<file path="config.mk">
export PLATFORM = sky130hd
export DESIGN_NAME = software_timer_table
export DESIGN_NICKNAME = d
export VERILOG_FILES = /design/src/hdl/stt_pkg.sv /design/src/hdl/stt_slot_ram.sv /design/src/hdl/software_timer_table.sv
export SDC_FILE = /design/constraint.sdc
export NUM_CORES = 2
export LEC_CHECK = 0
export ABC_AREA = 0
export BUFFER_PORTS_ARGS = -buffer_cell sky130_fd_sc_hd__buf_2
export CORE_MARGIN = 3
export CORE_UTILIZATION = 48
export CTS_BUF_LIST = sky130_fd_sc_hd__clkbuf_8
export DETAILED_ROUTE_END_ITERATION = 7
export PLACE_DENSITY = 0.76
export SLEW_MARGIN = 20
export SYNTH_ARGS = -nofsm -noshare
export SYNTH_HDL_FRONTEND = slang
export SYNTH_SLANG_ARGS = --single-unit
</file>
<file path="constraint.sdc">
create_clock -name clk -period 17 [get_ports clk]
set_clock_uncertainty 0.1 [all_clocks]
set_input_delay 4.25 -clock clk [delete_from_list [all_inputs] [get_ports clk]]
set_output_delay 4.25 -clock clk [all_outputs]
set_load 0.01 [all_outputs]
</file>
<file path="src/hdl/stt_pkg.sv">
`default_nettype none
package stt_pkg;
  localparam int TableDepth = 16;
  localparam int IdxW = $clog2(TableDepth);
  localparam int CntW = $clog2(TableDepth + 1);

  localparam logic [2:0] KIND_TICK  = 3'd0;
  localparam logic [2:0] KIND_SET   = 3'd1;
  localparam logic [2:0] KIND_CLEAR = 3'd2;
  localparam logic [2:0] KIND_RESET = 3'd3;
  localparam logic [2:0] KIND_PEEK  = 3'd4;
  localparam logic [2:0] KIND_SHIFT = 3'd5;

  localparam logic [2:0] ST_OK        = 3'd0;
  localparam logic [2:0] ST_NOT_FOUND = 3'd1;
  localparam logic [2:0] ST_INVALID   = 3'd2;
  localparam logic [2:0] ST_FULL      = 3'd3;
  localparam logic [2:0] ST_NONE_DUE  = 3'd4;

  typedef struct packed {
    logic [31:0] id;
    logic [47:0] deadline;
    logic [31:0] period;
    logic        rpt;
    logic        removing;
  } slot_t;
endpackage
`default_nettype wire

</file>
<file path="src/hdl/stt_slot_ram.sv">
`default_nettype none
module stt_slot_ram
  import stt_pkg::*;
(
  input  wire logic            clk,
  input  wire logic            we,
  input  wire logic [IdxW-1:0] waddr,
  input  wire slot_t           wdata,
  input  wire logic [IdxW-1:0] raddr,
  output slot_t                rdata
);
  slot_t mem [TableDepth];

  always_ff @(posedge clk) begin
    if (we) begin
      mem[waddr] <= wdata;
    end
    rdata <= mem[raddr];
  end
endmodule
`default_nettype wire

</file>
<file path="src/hdl/software_timer_table.sv">
`default_nettype none
// software timer table: up to 16 timers kept in insertion order in one slot ram
// (one read port with a registered output, one write port). an item is taken
// when start is high and busy is low; each result appears for exactly one cycle
// with out_valid high, and the receiver cannot stall. set writes the next slot
// directly; clear, reset and peek search the table one slot per cycle; shift
// rewrites every slot; tick makes two passes over the table (purge marked
// timers, then fire and compact), emitting one fired timer per cycle. the single
// read port sets the rate.
module software_timer_table
  import stt_pkg::*;
(
  input  wire logic        clk,
  input  wire logic        rst_n,
  input  wire logic        start,
  output logic             busy,
  input  wire logic [2:0]  in_kind,
  input  wire logic [47:0] in_now,
  input  wire logic [31:0] in_interval,
  input  wire logic        in_repeat_req,
  input  wire logic [31:0] in_timer_id,
  input  wire logic [47:0] in_new_time,
  output logic             out_valid,
  output logic [2:0]       out_status,
  output logic [31:0]      out_result_id,
  output logic [47:0]      out_deadline,
  output logic [4:0]       out_occupancy,
  output logic             out_last
);
  localparam logic [2:0] S_IDLE  = 3'd0;
  localparam logic [2:0] S_SCAN  = 3'd1;  // one pass: read i, act on data of i-1
  localparam logic [2:0] S_FIRE  = 3'd2;  // second tick pass
  localparam logic [2:0] S_DONE  = 3'd3;
  localparam logic [2:0] S_PEND  = 3'd4;  // tick: emit held result as last

  logic [2:0]      state_r, state_nxt;
  logic [2:0]      kind_r;
  logic [47:0]     now_r, delta_r;
  logic [31:0]     ival_r, tid_r;
  logic [CntW-1:0] count_r, count_nxt;
  logic [31:0]     last_id_r, last_id_nxt;
  logic [CntW-1:0] rd_r, rd_nxt;          // next read index
  logic [CntW-1:0] wr_r, wr_nxt;          // compaction write index
  logic            vld_r, vld_nxt;        // ram data is for slot rd_r-1
  logic [IdxW-1:0] cur_r, cur_nxt;        // slot of ram data
  logic            fired_r, fired_nxt;
  logic            pend_r, pend_nxt;      // held fire result
  logic [31:0]     pend_id_r, pend_id_nxt;
  logic [CntW-1:0] drop_r, drop_nxt;      // one-shot timers this tick removes
  logic [CntW-1:0] occ_nxt;

  logic            we;
  logic [IdxW-1:0] waddr, raddr;
  slot_t           wdata, rdata, upd;

  logic            ov_nxt, ol_nxt;
  logic [2:0]      os_nxt;
  logic [31:0]     oid_nxt;
  logic [47:0]     odl_nxt;

  stt_slot_ram u_ram (
    .clk(clk), .we(we), .waddr(waddr), .wdata(wdata), .raddr(raddr), .rdata(rdata)
  );

  assign busy = (state_r != S_IDLE);
  assign raddr = rd_r[IdxW-1:0];

  always_comb begin
    logic [31:0] nid;
    logic        due, keep;
    state_nxt = state_r; count_nxt = count_r; last_id_nxt = last_id_r;
    rd_nxt = rd_r; wr_nxt = wr_r; vld_nxt = 1'b0; cur_nxt = cur_r;
    fired_nxt = fired_r; pend_nxt = pend_r; pend_id_nxt = pend_id_r;
    drop_nxt = drop_r;
    we = 1'b0; waddr = '0; wdata = rdata; upd = rdata;
    ov_nxt = 1'b0; ol_nxt = 1'b1; os_nxt = ST_OK; oid_nxt = '0; odl_nxt = '0;
    nid = last_id_r + 32'd1;
    if (nid == 32'd0) nid = 32'd1;
    due = (rdata.deadline <= now_r);
    keep = 1'b1;
    case (state_r)
      S_IDLE: begin
        rd_nxt = '0; wr_nxt = '0; fired_nxt = 1'b0; pend_nxt = 1'b0;
        drop_nxt = '0;
        if (start) begin
          state_nxt = S_SCAN;
          case (in_kind)
            KIND_SET: begin
              state_nxt = S_DONE;
              if (count_r >= CntW'(TableDepth)) begin
                os_nxt = ST_FULL;
              end else begin
                last_id_nxt = nid;
                we = 1'b1; waddr = count_r[IdxW-1:0];
                wdata.id = nid;
                wdata.deadline = in_now + 48'(in_interval);
                wdata.period = in_interval;
                wdata.rpt = in_repeat_req;
                wdata.removing = 1'b0;
                count_nxt = count_r + 1'b1;
                oid_nxt = nid;
              end
              ov_nxt = 1'b1;
            end
            KIND_CLEAR: begin
              if (in_timer_id[31]) begin
                state_nxt = S_DONE; ov_nxt = 1'b1; os_nxt = ST_INVALID;
              end
            end
            KIND_TICK, KIND_RESET, KIND_PEEK, KIND_SHIFT: ;
            default: begin
              state_nxt = S_DONE; ov_nxt = 1'b1;
            end
          endcase
        end
      end
      S_SCAN, S_FIRE: begin
        // issue next read
        if (rd_r < count_r) begin
          rd_nxt = rd_r + 1'b1; vld_nxt = 1'b1; cur_nxt = rd_r[IdxW-1:0];
        end
        if (vld_r) begin
          case (kind_r)
            KIND_CLEAR, KIND_RESET, KIND_PEEK: begin
              if (rdata.id == tid_r) begin
                vld_nxt = 1'b0; state_nxt = S_DONE; ov_nxt = 1'b1;
                if (kind_r == KIND_CLEAR) begin
                  we = 1'b1; waddr = cur_r; wdata.removing = 1'b1;
                end else if (kind_r == KIND_RESET) begin
                  we = 1'b1; waddr = cur_r; wdata.deadline = now_r + 48'(ival_r);
                end else begin
                  odl_nxt = rdata.deadline;
                end
              end
            end
            KIND_SHIFT: begin
              we = 1'b1; waddr = cur_r; wdata.deadline = rdata.deadline + delta_r;
            end
            default: begin
              if (state_r == S_SCAN) begin
                if (!rdata.removing) begin
                  we = 1'b1; waddr = wr_r[IdxW-1:0]; wr_nxt = wr_r + 1'b1;
                  // count ahead what the fire pass drops, for the occupancy
                  if (due && !rdata.rpt) drop_nxt = drop_r + 1'b1;
                end
              end else begin
                if (due) begin
                  if (!rdata.rpt) keep = 1'b0;
                  else if (rdata.period == 32'd0) upd.deadline = now_r;
                  else upd.deadline = rdata.deadline + 48'(rdata.period);
                  if (pend_r) begin
                    ov_nxt = 1'b1; ol_nxt = 1'b0; oid_nxt = pend_id_r;
                  end
                  pend_nxt = 1'b1; pend_id_nxt = rdata.id; fired_nxt = 1'b1;
                end
                if (keep) begin
                  we = 1'b1; waddr = wr_r[IdxW-1:0]; wr_nxt = wr_r + 1'b1;
                  wdata = upd;
                end
              end
            end
          endcase
        end
        // pass finished
        if (state_nxt == state_r && !vld_r && rd_r >= count_r) begin
          if (kind_r == KIND_TICK && state_r == S_SCAN) begin
            state_nxt = S_FIRE; count_nxt = wr_r; rd_nxt = '0; wr_nxt = '0;
          end else if (kind_r == KIND_TICK) begin
            count_nxt = wr_r; state_nxt = S_PEND;
          end else begin
            state_nxt = S_DONE; ov_nxt = 1'b1;
            if (kind_r != KIND_SHIFT) os_nxt = ST_NOT_FOUND;
          end
        end
      end
      S_PEND: begin
        state_nxt = S_DONE; ov_nxt = 1'b1;
        if (fired_r) oid_nxt = pend_id_r;
        else os_nxt = ST_NONE_DUE;
      end
      S_DONE: state_nxt = S_IDLE;
      default: state_nxt = S_IDLE;
    endcase
    // fire results carry the count left once the whole tick is done
    occ_nxt = (state_r == S_FIRE) ? count_r - drop_r : count_nxt;
  end

  always_ff @(posedge clk) begin
    if (!rst_n) begin
      state_r <= S_IDLE; count_r <= '0; last_id_r <= '0; vld_r <= 1'b0;
      out_valid <= 1'b0; fired_r <= 1'b0; pend_r <= 1'b0;
    end else begin
      state_r <= state_nxt; count_r <= count_nxt; last_id_r <= last_id_nxt;
      vld_r <= vld_nxt; out_valid <= ov_nxt; fired_r <= fired_nxt; pend_r <= pend_nxt;
    end
  end

  always_ff @(posedge clk) begin
    if (state_r == S_IDLE && start) begin
      kind_r <= in_kind; now_r <= in_now; ival_r <= in_interval;
      tid_r <= in_timer_id; delta_r <= in_new_time - in_now;
    end
    rd_r <= rd_nxt; wr_r <= wr_nxt; cur_r <= cur_nxt; pend_id_r <= pend_id_nxt;
    drop_r <= drop_nxt;
    out_status <= os_nxt; out_result_id <= oid_nxt; out_deadline <= odl_nxt;
    out_occupancy <= 5'(occ_nxt); out_last <= ol_nxt;
  end
endmodule
`default_nettype wire

</file>
### Word level (Yosys, flattened, before mapping)

Memory sizes are Yosys's and may differ from the RTL's. A register that Yosys moved wholly into a read port is not among the register bits.
Index checks and enable logic that the tools add are counted.

* muxes and demuxes: 130
* reduce and logical (&&, ||, !) cells: 26
* bitwise logic cells: 8
* order comparisons: 4
* add/subtract/negate cells: 11
* equal/unequal tests: 23

Operators by type and width (count)
* $mux 114: 3
* $mux 32: 9
* $mux 48: 6
* $mux 82: 3
* $pmux 114 s2: 1
* $add 48x32->48: 3
* $mux 5: 22
* $pmux 32 s3: 1
* $pmux 48 s2: 1
* $logic_not 32->1: 2
* $add 48x48->48: 1
* $le 48x48->1: 1
* $sub 48x48->48: 1
* $mux 1: 43
* $mux 4: 10
* $pmux 5 s2: 4
* $mux 33: 1
* $add 32x1->32 const B: 1
* $eq 32x32->1: 1
* $mux 3: 9
* $add 5x1->5 const B: 4
* $pmux 3 s3: 2
* $ne 2x2->1 const B: 8
* $pmux 4 s2: 2
* other kinds (28): 63

* register bits after elaboration: 346
* logic and storage cells: 224
* RAM bits: 1824
* input bits: 167
* memories kept: 1
* output and inout bits: 91

Memory list
* u_ram.mem: depth 16, bits a word 114, read ports 1, clocked after memory_dff 1, write ports 1, line stt_slot_ram.sv:12 `slot_t mem [TableDepth];`

### Longest topological paths before layout

* depth in word-level cells: 13
* depth in mapped cells: 18
* mapped depth without buffers: 18

### By module

Synthesis repeated with hierarchy kept, for this count alone.

* cells, all modules: 6307
* area total of the unflattened synthesis: 99071.3 µm²

By module, submodules not included
* stt_slot_ram: area each 70450.1 µm², sequential area each 57054.7 µm², cells an instance 2916, instances 1
* software_timer_table: area each 28621.2 µm², sequential area each 9068.7 µm², cells an instance 3391, instances 1

### Least setup slack after synthesis

No wires, ideal clock.

* path kind: input port to flip-flop
* from: input in_kind[0]
* to: memory u_ram.mem[1][0] (netlist bit), enable pin
* data required time: 16.174 ns
* library setup time: 0.726 ns
* stages: 8
* data arrival time: 13.129 ns
* buffers on the path: 2
* path slack: 3.045 ns
* cell sequence: nor2b_1 and3_1 clkbuf_1 nand3_1 clkbuf_1 o32ai_1 nand3_1 nor3_1

* longest elaborated chain between the ends: 6
* elaborated cells on any way between the ends: 9
* classes of those cells: 1 x eq/ne; 8 x mux

Ends and longest elaborated chain
* from (decl): line software_timer_table.sv:17 `input wire logic [2:0] in_kind,`
* $eq 3x1->1 *: line software_timer_table.sv:87 `case (in_kind)`
* $mux 1: line software_timer_table.sv:87
* $mux 1: line software_timer_table.sv:85 `if (start) begin`
* $pmux 1 s2: line software_timer_table.sv:81 `case (state_r)`
* $mux 1: line stt_slot_ram.sv:15 `if (we) begin`
* $mux 1 (implied by the code): line stt_slot_ram.sv:16 `mem[waddr] <= wdata;`
* to (decl): line stt_slot_ram.sv:12

Every way passes the cells marked *; elsewhere a longest branch is shown, timed or not.

### Worst setup path after layout

* from: input in_kind[1]
* to: memory u_ram.mem[7][36] (netlist bit), enable pin

The elaborated chain is that of the path after synthesis.

==> impl_metrics.json <==
{
  "globalplace.congestion": 0.984,
  "ir_worst_vdd_uv": 98.0,
  "coreArea_mm2": 0.205,
  "synth_top_cells_by_area": "edfxtp_1, mux4_2, dfxtp_1",
  "dr_total_vias": 61300,
  "tightestPinTransition_ns": 1.15,
  "synth_cells": 6121,
  "clk_latency_ns": 1.12,
  "die_y_um": 461,
  "hold_class": "reg2reg",
  "synth_flop_cell": "edfxtp_1",
  "grt_setup_unrepaired": "no",
  "die_area_mm2": 0.213,
  "grt_max_degree": 152,
  "async_flop_share": 0,
  "grt_pass1_vias": 60800,
  "fin_area_mm2": 0.112,
  "grt_use_total": 0.270,
  "fmax_mhz": 119,
  "path_class": "in2reg",
  "holdBufCountCts": 0,
  "yosysSeqAreaShare": 0.665,
  "cts.path.max_buffers": 4,
  "final_cells": 9626,
  "arrival_ns": 8.89,
  "ys_ff_latch": 2284,
  "drive_above_1_share": 0.224,
  "end_kind": "register",
  "power_density_mw_per_mm2": 165,
  "synth_cell_types": 86,
  "layout_common_cells": "edfxtp_1, mux4_2, nand2_1, clkbuf_8, inv_1",
  "post-cts-setup-buffer-count": 0,
  "cp-startpoint": "in_kind[1]",
  "drc": 0,
  "relSlewSlack": 0.233,
  "outcome": "finished, final reports clean",
  "grt_overflow": 0,
  "worstReg2RegStart": "u_ram.rdata[47]",
  "via_per_inst": 6.36,
  "wl_um": 288000,
  "r2r-end": "u_ram.mem[7][36]",
  "layout_commonest_cell": "edfxtp_1",
  "slew_violations": 0,
  "syn_to_final_growth_pct": 12.3,
  "cts_tree": "yes",
  "syn_avg_cell_area_um2": 16.2,
  "path_max_fanout": 52,
  "setup_tns_ns": 0,
  "cp-start-kind": "input pin",
  "ios": 258,
  "synth.top_cell.area_share": 0.616,
  "syn-cell-area_mm2": 0.0994,
  "cts_resized": 0,
  "routedWlPerCell_um": 29.9,
  "dp.cells": 8948,
  "die_w_um": 461,
  "grt_pass1_wl_um": 417000,
  "initial_core_util": 0.484,
  "critPathRequiredTime_ns": 17.49,
  "cts-root-buf": "clkbuf_8",
  "final_util": 0.544,
  "hpwl_um": 185000,
  "final.period_utilization": 0.494,
  "synth_nets": 6550,
  "synth_edf_count": 2038,
  "synth_top_cell_by_area": "edfxtp_1",
  "post_dp_cell_area_mm2": 0.104,
  "cp-endpoint": "u_ram.mem[7][36]",
  "drtAntennaViolNets": 0,
  "drtIter0Drc": 8309,
  "first_pass_iters": 7,
  "hold_violations": 0,
  "rows": 166,
  "h-tree-depth": 5,
  "p_leak_nw": 38.3,
  "period_minus_slack_ns": 8.41,
  "cts_made_buffers": 370,
  "clock_sinks": 2284,
  "cap_violations": 0,
  "nets": 7065,
  "setup_viol": 0,
  "io_buffer_count": 257,
  "hold_path_depth": 1,
  "reg2regPathDepth": 21,
  "yosys_warnings": 0,
  "r2r_setup_slack_ns": 9.48,
  "antenna_found_initial": 20,
  "path_clk_slew_ns": 0.06
}
per-layer routing:
metal	wire, um	vias to the layer above	global-route usage
li1	-	25500	-
met3	31500	749	0.0620
met4	13000	10	0.116
met5	63	-	0
met1	108000	31000	0.363
met2	135000	3963	0.423
worst min path at each step:
stage | start | endpoint | slack (ns)
2_1_floorplan | pend_r | out_last | 0.29
3_3_place_gp | pend_r | out_last | 0.33
3_5_place_dp | pend_id_r[17] | out_result_id[17] | 0.34
4_1_cts | pend_r | out_last | 0.25
5_1_grt | pend_r | out_last | 0.26
6_report | pend_r | out_last | 0.25
critical path, stage by stage:
cell and delay (ns):
buf_2 0.12, nor2b_1 0.19, and3_1 0.36, nand2_1 0.18
nor2_4 0.17, buf_4 0.63, a22o_1 0.50, nor2b_1 0.23
and2_4 0.56, buf_4 0.69, buf_4 0.93
sequential cells by signal, summed over array words and instances, names as in the netlist, 4 cells and up:
signal and count:
count_r 5, cur_r 4, delta_r 48, drop_r 5, ival_r 32, last_id_r 32
now_r 48, out_deadline 48, out_occupancy 5, out_result_id 32, pend_id_r 32, rd_r 5
tid_r 32, u_ram.mem 1824, u_ram.rdata 114, wr_r 5
cell usage after synthesis (105+ instances only):
master and n:
a21o_1 119, a21oi_1 285, clkbuf_1 228, dfxtp_1 246, edfxtp_1 2038, ha_1 256, inv_1 169, mux4_2 570
nand2_1 411, nand3_1 105, nor2_1 217, o21ai_0 260, xnor2_1 169, xor2_1 120
layout make-up:
| class | instances | area, um2 |
|---|---|---|
| Multi-Input combinational cell | 3383 | 31700 |
| Timing Repair Buffer | 428 | 2650 |
| Inverter | 169 | 634 |
| Sequential cell | 2284 | 66100 |
| Fill cell | 15600 | 93600 |
| Clock inverter | 251 | 1440 |
| Tap cell | 2688 | 3360 |
| Clock buffer | 411 | 5660 |
| Antenna cell | 12 | 30.0 |
per-stage QoR:
stage               hold WS [ns]  setup WS (ns)  power, W
floorplan                  0.292           3.04    0.0115
global placement           0.334           7.74    0.0136
detailed placement         0.336           7.69    0.0137
CTS                        0.247           8.74    0.0183
global route               0.260           8.43    0.0191
finish                     0.250           8.59    0.0184
cells by family after synthesis:
logic type               synth area share
flip-flops                          0.665
AND/OR/NAND/NOR                    0.0558
AO/OA/AOI/OAI                      0.0721
multiplexers                        0.130
buffers and inverters              0.0174
XOR/XNOR                           0.0255
adder cells (fa/ha/maj)            0.0334
where the power goes:
group	total (W)	leakage [nW]	internal (W)	switching, W
sequential	0.00775	20.5	0.00729	0.000464
combinational	0.00602	13.7	0.00213	0.00389
clock	0.00460	4.11	0.00243	0.00217
Note: power is estimated with default switching activity, not from simulation.
